File: src/sv/ccb_pkg.sv
// Shared types and fixed-point widths for the circle collision bounce block.
`timescale 1ns / 1ps
package ccb_pkg;

   // field widths
   localparam int POS_W    = 20;  // unsigned Q16.4 position
   localparam int VEL_W    = 16;  // signed Q8.8 velocity
   localparam int RAD_W    = 10;  // unsigned Q6.4 radius

   // datapath widths
   localparam int DIFF_W   = 21;  // signed position difference
   localparam int DV_W     = 17;  // signed velocity difference
   localparam int RSUM_W   = 11;  // radius sum
   localparam int RSQ_W    = 22;  // squared radius sum
   localparam int SQ_W     = 42;  // squared difference
   localparam int DIST_W   = 43;  // squared distance, signed container
   localparam int PRD_W    = 38;  // difference times velocity difference
   localparam int DOT_W    = 39;  // full dot product
   // when the circles overlap the values below are known to fit these widths
   localparam int DEN_W    = 22;  // squared distance
   localparam int DXN_W    = 12;  // position difference
   localparam int DOTN_W   = 30;  // dot product
   localparam int PX_W     = 42;  // difference times dot product
   localparam int NUM_W    = 40;  // dividend magnitude
   localparam int DIV_BITS = 17;  // quotient magnitude bits
   localparam int DEL_W    = 18;  // signed velocity change
   localparam int SUM_W    = 19;  // velocity plus change before clipping

   localparam int IN_W     = 168;
   localparam int OUT_W    = 72;

   localparam logic signed [VEL_W-1:0] VEL_MAX = 16'sh7FFF;
   localparam logic signed [VEL_W-1:0] VEL_MIN = 16'sh8000;

   typedef struct packed {
      logic        [RAD_W-1:0] second_radius;
      logic        [RAD_W-1:0] first_radius;
      logic signed [VEL_W-1:0] second_vel_y;
      logic signed [VEL_W-1:0] second_vel_x;
      logic signed [VEL_W-1:0] first_vel_y;
      logic signed [VEL_W-1:0] first_vel_x;
      logic        [POS_W-1:0] second_y;
      logic        [POS_W-1:0] second_x;
      logic        [POS_W-1:0] first_y;
      logic        [POS_W-1:0] first_x;
   } ccb_item_type;

   typedef struct packed {
      logic signed [VEL_W-1:0] avx;
      logic signed [VEL_W-1:0] avy;
      logic signed [VEL_W-1:0] bvx;
      logic signed [VEL_W-1:0] bvy;
   } ccb_vel_type;

   // sideband that travels beside the divider
   typedef struct packed {
      logic        hit;
      logic        bounce;
      logic        neg_x;
      logic        neg_y;
      ccb_vel_type vel;
   } ccb_side_type;

endpackage

File: src/sv/ccb_back.sv
// Back end: signed velocity change, update, saturation and result register.
`timescale 1ns / 1ps
module ccb_back
   import ccb_pkg::*;
(
   input  logic                clock,
   input  logic                reset,
   input  logic                en,
   input  logic                in_valid,
   input  logic [DIV_BITS-1:0] in_q_x,
   input  logic [DIV_BITS-1:0] in_q_y,
   input  ccb_side_type        in_side,
   output logic                out_valid,
   output logic [OUT_W-1:0]    out_data
);

   function automatic logic signed [VEL_W-1:0] clip(input logic signed [SUM_W-1:0] v);
      if (v > $signed(SUM_W'(VEL_MAX)))      clip = VEL_MAX;
      else if (v < $signed(SUM_W'(VEL_MIN))) clip = VEL_MIN;
      else                                   clip = v[VEL_W-1:0];
   endfunction

   function automatic logic over(input logic signed [SUM_W-1:0] v);
      over = (v > $signed(SUM_W'(VEL_MAX))) || (v < $signed(SUM_W'(VEL_MIN)));
   endfunction

   logic signed [DEL_W-1:0] del_x, del_y;
   logic signed [SUM_W-1:0] sax, say, sbx, sby;
   ccb_vel_type             nv;
   logic                    sat;

   logic                    valid_ff;
   logic [OUT_W-1:0]        data_ff;

   // quotient truncates toward zero, so the sign goes on after division
   always_comb begin
      del_x = in_side.neg_x ? -$signed({1'b0, in_q_x}) : $signed({1'b0, in_q_x});
      del_y = in_side.neg_y ? -$signed({1'b0, in_q_y}) : $signed({1'b0, in_q_y});
      sax   = SUM_W'(in_side.vel.avx) + SUM_W'(del_x);
      say   = SUM_W'(in_side.vel.avy) + SUM_W'(del_y);
      sbx   = SUM_W'(in_side.vel.bvx) - SUM_W'(del_x);
      sby   = SUM_W'(in_side.vel.bvy) - SUM_W'(del_y);
      if (in_side.bounce) begin
         nv.avx = clip(sax);
         nv.avy = clip(say);
         nv.bvx = clip(sbx);
         nv.bvy = clip(sby);
         sat    = over(sax) || over(say) || over(sbx) || over(sby);
      end else begin
         nv  = in_side.vel;
         sat = 1'b0;
      end
   end

   always_ff @(posedge clock) begin
      if (reset) begin
         valid_ff <= 1'b0;
      end else if (en) begin
         valid_ff <= in_valid;
      end
   end

   always_ff @(posedge clock) begin
      if (en) begin
         data_ff <= {6'b0, sat, nv.bvy, nv.bvx, nv.avy, nv.avx, in_side.hit};
      end
   end

   assign out_valid = valid_ff;
   assign out_data  = data_ff;

endmodule

File: config.mk
export PLATFORM = sky130hd
export DESIGN_NAME = ccb_back
export DESIGN_NICKNAME = d
export VERILOG_FILES = /design/src/sv/ccb_pkg.sv /design/src/sv/ccb_back.sv
export SDC_FILE = /design/constraint.sdc
export NUM_CORES = 1
export LEC_CHECK = 0
export BUFFER_PORTS_ARGS = -buffer_cell sky130_fd_sc_hd__buf_2
export CORE_MARGIN = 10
export CORE_UTILIZATION = 49
export DETAILED_ROUTE_END_ITERATION = 10
export HOLD_SLACK_MARGIN = 0.12
export PLACE_DENSITY_LB_ADDON = 0.25
export SLEW_MARGIN = 15
export SYNTH_ARGS = -nofsm -noshare
export SYNTH_HDL_FRONTEND = slang
export SYNTH_SLANG_ARGS = --single-unit
File: constraint.sdc
create_clock -name clock -period 6.5 [get_ports clock]
set_input_delay 0.975 -clock clock [delete_from_list [all_inputs] [get_ports clock]]
set_output_delay 0.975 -clock clock [all_outputs]
set_load 0.05 [all_outputs]
==> reports/qor.yml <==
die_area_um2: 20300
setup-violations-final: 0
cts_hold_buf: 0
endpoint_kind: "register"
finalHoldViolCount: 0
ir_drop_mv: 0.176
cp_data_required_time_ns: 6.57
synth_flop_cell: "edfxtp_1"
drt_first_iter_violations: 546
grt_max_degree: 79
cp_max_fo: 11
synthTopCellsByArea: "edfxtp_1 (27%), ha_1 (12%), xnor2_1 (7.8%)"
outcome: "completed"
drv_slew: 0
route.vias.total: 7016
startpoint_type: "input pin"
cts_tree: "yes"
num_io_pins: 179
synth_top_cell_by_area: "edfxtp_1"
clkSlewWorstSetupHoldPaths_ns: 0.06
row_count: 44
rsz0062_at_grt: "no"
die_w_um: 142
slew-limit-headroom_pct: 38.8
antenna_found_initial: 4
grt_pass1_vias: 6573
drive_above_1_share_pct: 19.6
num-nets-final: 1225
synth_edf_count: 66
p_per_area_nw_per_um2: 256
drc: 0
ant_nets: 0
area_growth_pct: 17.6
synth_cell_type_count: 68
finalPower_mw: 2.21
cts_root_buffer: "clkbuf_16"
ys_ff_latch: 67
cts_sinks: 67
maxCapViolCount: 0
place_hpwl_mm: 16.8
ys_warn_count: 0
cts_setup_buffers: 0
ys_async_sr_fraction_pct: 0
core_um2: 14600
initial_core_util_pct: 50.2
fin_crit_sh_pct: 86.1
worst-endpoint-arrival_ns: 5.66
io_buffers: 172
numCtsBuffers: 9
grt_first_pass_wirelength_mm: 33.2
synth_top_area_share_pct: 27.0
h-tree-depth: 3
syn_area_um2: 7330
max_freq_ghz: 0.179
clkLatencyLatePin_ns: 0.33
tightest_slew_ns: 0.918
cts_buffer_depth: 2
critPathKind: "in -> reg"
overflow: 0
die_h_um: 142
place.gp.congestion: 0.916
leakage_nw: 3.81
yosysSeqAreaShare_pct: 27.3
finalClockSkew_ns: 0
dr.pass1.iters: 5
period_minus_slack_ns: 5.60
routed_wl_mm: 21.4
postSynthAreaPerCell_um2: 8.29
fin_tns_setup_ns: 0
cts.repair.resized: 0
via_per_inst: 5.69
postSynthCellCount: 884
wl_per_cell_um: 17.3
gr-usage-all-layers_pct: 20.1
worstHoldPathType: "reg -> reg"
==> critical path, cell delays in order <==
cell	delay (ns)
buf_2	0.13
inv_1	0.06
ha_1	0.16
or3b_2	0.49
or3_1	0.38
o21ai_0	0.21
xnor2_1	0.19
inv_1	0.07
ha_1	0.34
a21o_1	0.19
a21oi_1	0.17
nor3b_1	0.22
a221oi_1	0.18
maj3_1	0.39
maj3_1	0.43
mux2i_1	0.18
o21ai_1	0.27
and2_1	0.48
a21oi_1	0.16
==> metrics by stage <==
step                      hold WS [ns]  cells  area (µm²)  util [%]  setup slack [ns]
after floorplan                  0.733    889        7350         -              1.20
after global placement           0.474   1216        8320      57.0             0.701
after detailed placement         0.488   1216        8320      57.0             0.598
after CTS                        0.500   1232        8610      59.0             0.930
after global routing             0.519   1234        8620      59.1             0.472
final                            0.494   1234        8620      59.1             0.902
==> cells in the mapped netlist, types with 3 or more instances <==
cell type	number
and3_1	8
o41ai_1	4
o2bb2ai_1	14
maj3_1	3
a21boi_0	3
nor2_1	95
a21oi_1	105
clkbuf_1	25
o21ai_0	50
and2_1	6
a221oi_1	3
mux2i_1	3
xnor2_1	65
o21bai_1	7
o22a_1	7
fa_1	4
nand2_1	57
or3_1	12
o31ai_1	13
a211oi_1	12
nor3b_1	5
a31oi_1	4
buf_4	6
xor2_1	20
nand3_1	14
nor2b_1	10
nand2b_1	21
edfxtp_1	66
o221ai_1	3
or4_1	6
nand4_1	3
ha_1	72
o31a_1	4
o21a_1	11
inv_1	62
nor3_1	13
o211ai_1	5
a31o_2	3
a21o_1	19
o22ai_1	5
==> layout make-up <==
cell class                      count  area (µm²)
Antenna cell                        2        5.00
Clock buffer                       13         250
Clock inverter                      3        40.0
Fill cell                        1322        5970
Inverter                           63         236
Multi-Input combinational cell    726        4960
Sequential cell                    67        2000
Tap cell                          184         230
Timing Repair Buffer              176         891
==> worst paths after layout <==
path / slack (ns) / depth (start not counted) / end / start
setup / recovery: 0.90 / 19 / out_data[45] / in_q_x[0]
hold / removal: 0.49 / 2 / out_valid / out_valid
setup reg to reg: 5.92 / 2 / out_valid / out_valid
hold reg to reg: 0.49 / 2 / out_valid / out_valid
==> layout by cell type, fill, tap and decap left out, types with 13 or more instances in the layout <==
cell / count
nand2b_1: 21
xnor2_1: 65
o21ai_0: 50
inv_1: 62
xor2_1: 20
o2bb2ai_1: 14
a21o_1: 19
nand2_1: 57
nand3_1: 14
nor2_1: 95
edfxtp_1: 66
ha_1: 72
nor3_1: 13
o31ai_1: 13
a21oi_1: 105
buf_2: 172
==> report_power, final <==
group	internal (mW)	switching (mW)	total [mW]	leakage (nW)
clock network	0.307	0.192	0.499	0.144
registers	0.557	0.0180	0.575	0.657
logic	0.392	0.743	1.14	3.01
==> cells by family after synthesis <==
logic type	Yosys count	share of synthesized area [%]
DFF	67	27.3
muxes	5	0.768
and+or+nand+nor	262	17.3
other	1	0.0512
AOI/OAI and AO/OA	286	24.8
buffers and inverters	96	5.24
xor gates and xnor gates	86	10.4
adders and majority gates	81	14.1
==> routing by layer <==
metal	vias to the layer above	wire length, µm	GRT usage [%]
met4	4	601	7.61
met5	-	22	0
li1	3554	-	-
met1	3152	9990	27.8
met3	42	1790	4.74
met2	264	9010	29.5
==> flip-flops by register name, indices dropped and copies added, names as in the netlist <==
signal / cells
out_valid: 1
out_data: 66
Note: power is estimated with default switching activity, not from simulation.
