### src/sv/ccb_pkg.sv
// Shared types and fixed-point widths for the circle collision bounce block.
`timescale 1ns / 1ps
package ccb_pkg;

   // field widths
   localparam int POS_W    = 20;  // unsigned Q16.4 position
   localparam int VEL_W    = 16;  // signed Q8.8 velocity
   localparam int RAD_W    = 10;  // unsigned Q6.4 radius

   // datapath widths
   localparam int DIFF_W   = 21;  // signed position difference
   localparam int DV_W     = 17;  // signed velocity difference
   localparam int RSUM_W   = 11;  // radius sum
   localparam int RSQ_W    = 22;  // squared radius sum
   localparam int SQ_W     = 42;  // squared difference
   localparam int DIST_W   = 43;  // squared distance, signed container
   localparam int PRD_W    = 38;  // difference times velocity difference
   localparam int DOT_W    = 39;  // full dot product
   // when the circles overlap the values below are known to fit these widths
   localparam int DEN_W    = 22;  // squared distance
   localparam int DXN_W    = 12;  // position difference
   localparam int DOTN_W   = 30;  // dot product
   localparam int PX_W     = 42;  // difference times dot product
   localparam int NUM_W    = 40;  // dividend magnitude
   localparam int DIV_BITS = 17;  // quotient magnitude bits
   localparam int DEL_W    = 18;  // signed velocity change
   localparam int SUM_W    = 19;  // velocity plus change before clipping

   localparam int IN_W     = 168;
   localparam int OUT_W    = 72;

   localparam logic signed [VEL_W-1:0] VEL_MAX = 16'sh7FFF;
   localparam logic signed [VEL_W-1:0] VEL_MIN = 16'sh8000;

   typedef struct packed {
      logic        [RAD_W-1:0] second_radius;
      logic        [RAD_W-1:0] first_radius;
      logic signed [VEL_W-1:0] second_vel_y;
      logic signed [VEL_W-1:0] second_vel_x;
      logic signed [VEL_W-1:0] first_vel_y;
      logic signed [VEL_W-1:0] first_vel_x;
      logic        [POS_W-1:0] second_y;
      logic        [POS_W-1:0] second_x;
      logic        [POS_W-1:0] first_y;
      logic        [POS_W-1:0] first_x;
   } ccb_item_type;

   typedef struct packed {
      logic signed [VEL_W-1:0] avx;
      logic signed [VEL_W-1:0] avy;
      logic signed [VEL_W-1:0] bvx;
      logic signed [VEL_W-1:0] bvy;
   } ccb_vel_type;

   // sideband that travels beside the divider
   typedef struct packed {
      logic        hit;
      logic        bounce;
      logic        neg_x;
      logic        neg_y;
      ccb_vel_type vel;
   } ccb_side_type;

endpackage

### src/sv/ccb_div.sv
// Two-lane pipelined restoring divider, one quotient bit per stage.
`timescale 1ns / 1ps
module ccb_div
   import ccb_pkg::*;
(
   input  logic                clock,
   input  logic                reset,
   input  logic                en,
   input  logic                in_valid,
   input  logic [NUM_W-1:0]    in_num_x,
   input  logic [NUM_W-1:0]    in_num_y,
   input  logic [DEN_W-1:0]    in_den,
   input  ccb_side_type        in_side,
   output logic                out_valid,
   output logic [DIV_BITS-1:0] out_q_x,
   output logic [DIV_BITS-1:0] out_q_y,
   output ccb_side_type        out_side
);

   logic                vld  [DIV_BITS+1];
   logic [NUM_W-1:0]    rem_x[DIV_BITS+1];
   logic [NUM_W-1:0]    rem_y[DIV_BITS+1];
   logic [DIV_BITS-1:0] q_x  [DIV_BITS+1];
   logic [DIV_BITS-1:0] q_y  [DIV_BITS+1];
   logic [DEN_W-1:0]    den  [DIV_BITS+1];
   ccb_side_type        side [DIV_BITS+1];

   assign vld[0]   = in_valid;
   assign rem_x[0] = in_num_x;
   assign rem_y[0] = in_num_y;
   assign q_x[0]   = '0;
   assign q_y[0]   = '0;
   assign den[0]   = in_den;
   assign side[0]  = in_side;

   // stage s settles quotient bit DIV_BITS-1-s
   for (genvar s = 0; s < DIV_BITS; s++) begin : g_stage
      localparam int SH = DIV_BITS - 1 - s;
      logic [NUM_W:0] dsh;
      logic [NUM_W:0] trial_x, trial_y;

      assign dsh     = {{(NUM_W+1-DEN_W){1'b0}}, den[s]} << SH;
      assign trial_x = {1'b0, rem_x[s]} - dsh;
      assign trial_y = {1'b0, rem_y[s]} - dsh;

      always_ff @(posedge clock) begin
         if (reset) begin
            vld[s+1] <= 1'b0;
         end else if (en) begin
            vld[s+1] <= vld[s];
         end
      end

      always_ff @(posedge clock) begin
         if (en) begin
            rem_x[s+1] <= trial_x[NUM_W] ? rem_x[s] : trial_x[NUM_W-1:0];
            rem_y[s+1] <= trial_y[NUM_W] ? rem_y[s] : trial_y[NUM_W-1:0];
            q_x[s+1]   <= q_x[s] | ({{(DIV_BITS-1){1'b0}}, ~trial_x[NUM_W]} << SH);
            q_y[s+1]   <= q_y[s] | ({{(DIV_BITS-1){1'b0}}, ~trial_y[NUM_W]} << SH);
            den[s+1]   <= den[s];
            side[s+1]  <= side[s];
         end
      end
   end

   assign out_valid = vld[DIV_BITS];
   assign out_q_x   = q_x[DIV_BITS];
   assign out_q_y   = q_y[DIV_BITS];
   assign out_side  = side[DIV_BITS];

endmodule

### config.mk
export PLATFORM = sky130hd
export DESIGN_NAME = ccb_div
export DESIGN_NICKNAME = d
export VERILOG_FILES = /design/src/sv/ccb_pkg.sv /design/src/sv/ccb_div.sv
export SDC_FILE = /design/constraint.sdc
export NUM_CORES = 2
export LEC_CHECK = 0
export BUFFER_PORTS_ARGS = -buffer_cell sky130_fd_sc_hd__buf_2
export CAP_MARGIN = 30
export CORE_UTILIZATION = 60
export CTS_CLUSTER_SIZE = 28
export DETAILED_ROUTE_END_ITERATION = 16
export PLACE_DENSITY_LB_ADDON = 0.12
export SYNTH_ARGS = -nofsm -noshare
export SYNTH_HDL_FRONTEND = slang
export SYNTH_SLANG_ARGS = --single-unit
### constraint.sdc
create_clock -name clock -period 7 [get_ports clock]
set_input_delay 1.05 -clock clock [delete_from_list [all_inputs] [get_ports clock]]
set_output_delay 1.05 -clock clock [all_outputs]
set_load 0.02 [all_outputs]
==> metrics.cfg <==
[outcome]
outcome=finished, final reports clean

[synthesis]
synth_top_cell_by_area=edfxtp_1
synth_edf_count=3094
synthFlopType=edfxtp_1
syn_area_per_cell_um2=13.33
ys_seq_elements=3111
yosysMostFrequentCell=edfxtp_1
seq_area_frac_synth_pct=65.26
synth.area.top_cells=edfxtp_1, ha_1, a21oi_1
netlist-cell-type-count=89
async_flop_share_pct=0
syn_inst=10720
syn_nets=11680
yosys.area.top_type_share_pct=65.02
synthTopCellsByCount=edfxtp_1, a21oi_1, nand2_1
synth_area_um2=142900
yosysWarnings=0

[floorplan]
start_util_pct=60.53
die_width_um=490.0
coreArea_um2=236100
num_rows=178
die_area_um2=240100
pin_count=277
die_h_um=490.0

[placement]
dp_hpwl_mm=221.8
routabilityCongestion=0.9385
port_buffers=276

[power_and_ir_drop]
power_frac_comb_pct=29.7
p_seq_share_pct=43.4
switching_share_pct=32.57
peakVddDrop_v=0.0003892
power_mw=62.68
clkPwrFrac_pct=27.0
p_per_area_nw_per_um2=396.7
p_int_mw=42.27
power_leakage_nw=59.33
switchingPower_mw=20.41

[cts]
clock_latency_ns=0.96
tritoncts=built
clk_path_buf_depth=4
path_clk_slew_ns=0.07
cts_resized=0
cts_inserted_buffers=328
cts_setup_buffers=0
h-tree-depth=5
cts_root_buf=clkbuf_16
holdBufCountCts=0
numClockSinks=3111

[sta]
hold_viol_final=0
fin_setup_tns_ns=0
max_slew_margin_pct=23.95
rsz0062_at_grt=false
fmax_mhz=199.4
fin_crit_ns=5.015
finalCritPeriodShare_pct=71.64
slew_viol_final=0
finalSetupViolCount=0
worstMarginPinSlew_ns=1.141
clock_skew_ns=0.08950

[drt]
ant_nets=0
routed_wl_mm=319.4
via_per_inst=5.935
drc=0
wl_per_cell_um=22.01
vias=86120
drt-pass1-iter-count=6
drt-initial-drc-count=7804

[hold_path]
hp-start=in_side[4]
hold_class=input port to register

[critical_path]
cp_slowest_cell=or4b_2
crit_path_cell_trace=ha_1, fa_1, nand2b_1, a21oi_1, o211a_1, o31ai_1, buf_2, o21ai_0, a21oi_1, and2_1, inv_1, o21ai_0, or4b_2, xnor2_1
crit_type=register to register
reg2reg_from=den[110]$_DFFE_PP_
required_ns=7.66
crit_fanout=20
critPathLaunchType=register
arrival_ns=5.68
cp-end-kind=register
cpPeakStageDelay_ns=0.71
startpoint=den[110]$_DFFE_PP_

[grt]
antenna_found_initial=9
grt_pass1_vias=85800
grt_use_total_pct=26.39
overflow=0
grt_max_degree=192
grt_pass1_wl_mm=492.2

[final_layout]
layout-drive-gt1-share_pct=8.971
area_growth_pct=10.58
nets=12080

[flow_run]
max-cap-violations=0

==> area by class of cell <==
| type | instances | area (um^2) |
|---|---|---|
| sequential | 3111 | 93250 |
| fill | 16440 | 78060 |
| multi-input combinational | 6733 | 46050 |
| clock buffer | 379 | 8421 |
| tap | 3150 | 3941 |
| timing repair buffer | 365 | 2331 |
| inverter | 589 | 2211 |
| clock inverter | 182 | 1807 |
| antenna | 2 | 5.005 |
==> critical path, delay by kind of cell, from the launching register on <==
family                   cells  cell delay (ns)
buffers and inverters        2             0.84
adder cells (fa/ha/maj)      2             0.65
AO/OA/AOI/OAI                6             1.61
AND/OR/NAND/NOR              3             1.12
flip-flops                   1             0.42
XOR/XNOR                     1             0.14
==> cell usage in the layout (no fill, tap or decap), types with 46 or more instances in the layout <==
| master | Yosys | layout |
|---|---|---|
| clkinv_1 | 3 | 58 |
| clkbuf_16 | 0 | 329 |
| o21ai_0 | 664 | 664 |
| xnor2_1 | 416 | 416 |
| ha_1 | 746 | 746 |
| buf_4 | 104 | 64 |
| nor4_1 | 81 | 80 |
| a211oi_1 | 70 | 69 |
| nand4_1 | 72 | 72 |
| a21o_1 | 274 | 274 |
| mux2_2 | 97 | 97 |
| buf_2 | 8 | 277 |
| nand2b_1 | 165 | 165 |
| or3_1 | 85 | 85 |
| nor3_1 | 166 | 163 |
| inv_1 | 582 | 582 |
| a21oi_1 | 761 | 760 |
| o31ai_1 | 72 | 72 |
| edfxtp_1 | 3094 | 3094 |
| xor2_1 | 406 | 406 |
| nor2b_1 | 120 | 119 |
| nand3_1 | 151 | 151 |
| o21bai_1 | 67 | 67 |
| a31oi_1 | 65 | 64 |
| o21a_1 | 116 | 116 |
| nor2_1 | 715 | 715 |
| clkbuf_1 | 167 | 50 |
| o211ai_1 | 46 | 46 |
| nand2_1 | 749 | 749 |
| and3_1 | 56 | 56 |
==> metal layers <==
metal	track usage, %	up-vias	part of all wire [%]
met2	43.79	2882	48
met3	3.285	558	5.3
li1	-	40850	-
met5	0	-	0.0041
met1	36.39	41820	44
met4	8.404	2	3.2
==> stage by stage <==
| step | area (um^2) | cells | hold slack (ns) | setup slack, ns | util [%] |
|---|---|---|---|---|---|
| global placement | 147700 | 13940 | 0.4000 | 2.186 | 62.57 |
| CTS | 158000 | 14510 | 0.1456 | 2.105 | 66.92 |
| detailed placement | 147700 | 13940 | 0.4045 | 2.135 | 62.58 |
| floorplan | 142900 | 10720 | 0.4003 | 3.084 | - |
| finish | 158000 | 14510 | 0.2162 | 1.985 | 66.94 |
| global route | 158000 | 14510 | 0.1614 | 1.764 | 66.93 |
==> power groups by stage <==
stage	combinational, mW	clock [mW]	sequential (mW)
6_report	18.6	16.9	27.2
5_1_grt	20.5	17.9	27.5
4_1_cts	18.4	17.2	27.2
3_5_place_dp	18.2	0	27.5
3_3_place_gp	17.7	0	27.4
2_1_floorplan	13.6	0	26.3
==> sequential cells by signal, summed over array words and instances (netlist names), 17 cells and up <==
register  flops
rem_x       640
out_side     68
q_x         136
rem_y       640
q_y         136
den         352
side       1088
out_q_y      17
out_q_x      17
==> cells by family (layout without fill, tap and decap cells) <==
family	after synthesis	count (layout)	share of synthesized area [%]
DFF	3111	3111	65.26
buffers and inverters	879	1515	2.589
adders and majority gates	778	778	6.980
muxes	131	131	1.003
xor gates and xnor gates	822	822	5.038
AOI/OAI and AO/OA	2438	2438	10.55
other	0	2	0
and+or+nand+nor	2564	2564	8.587
==> worst paths after layout <==
check	slack [ns]	end	cells after the start
hold / removal	0.22	side[1092]$_DFFE_PP_	1
setup / recovery	1.99	rem_y[188]$_DFFE_PP_	14
hold reg to reg	0.35	rem_x[442]$_DFFE_PP_	0
setup reg to reg	1.99	rem_y[188]$_DFFE_PP_	14
Power figures use the tool's default switching activity.
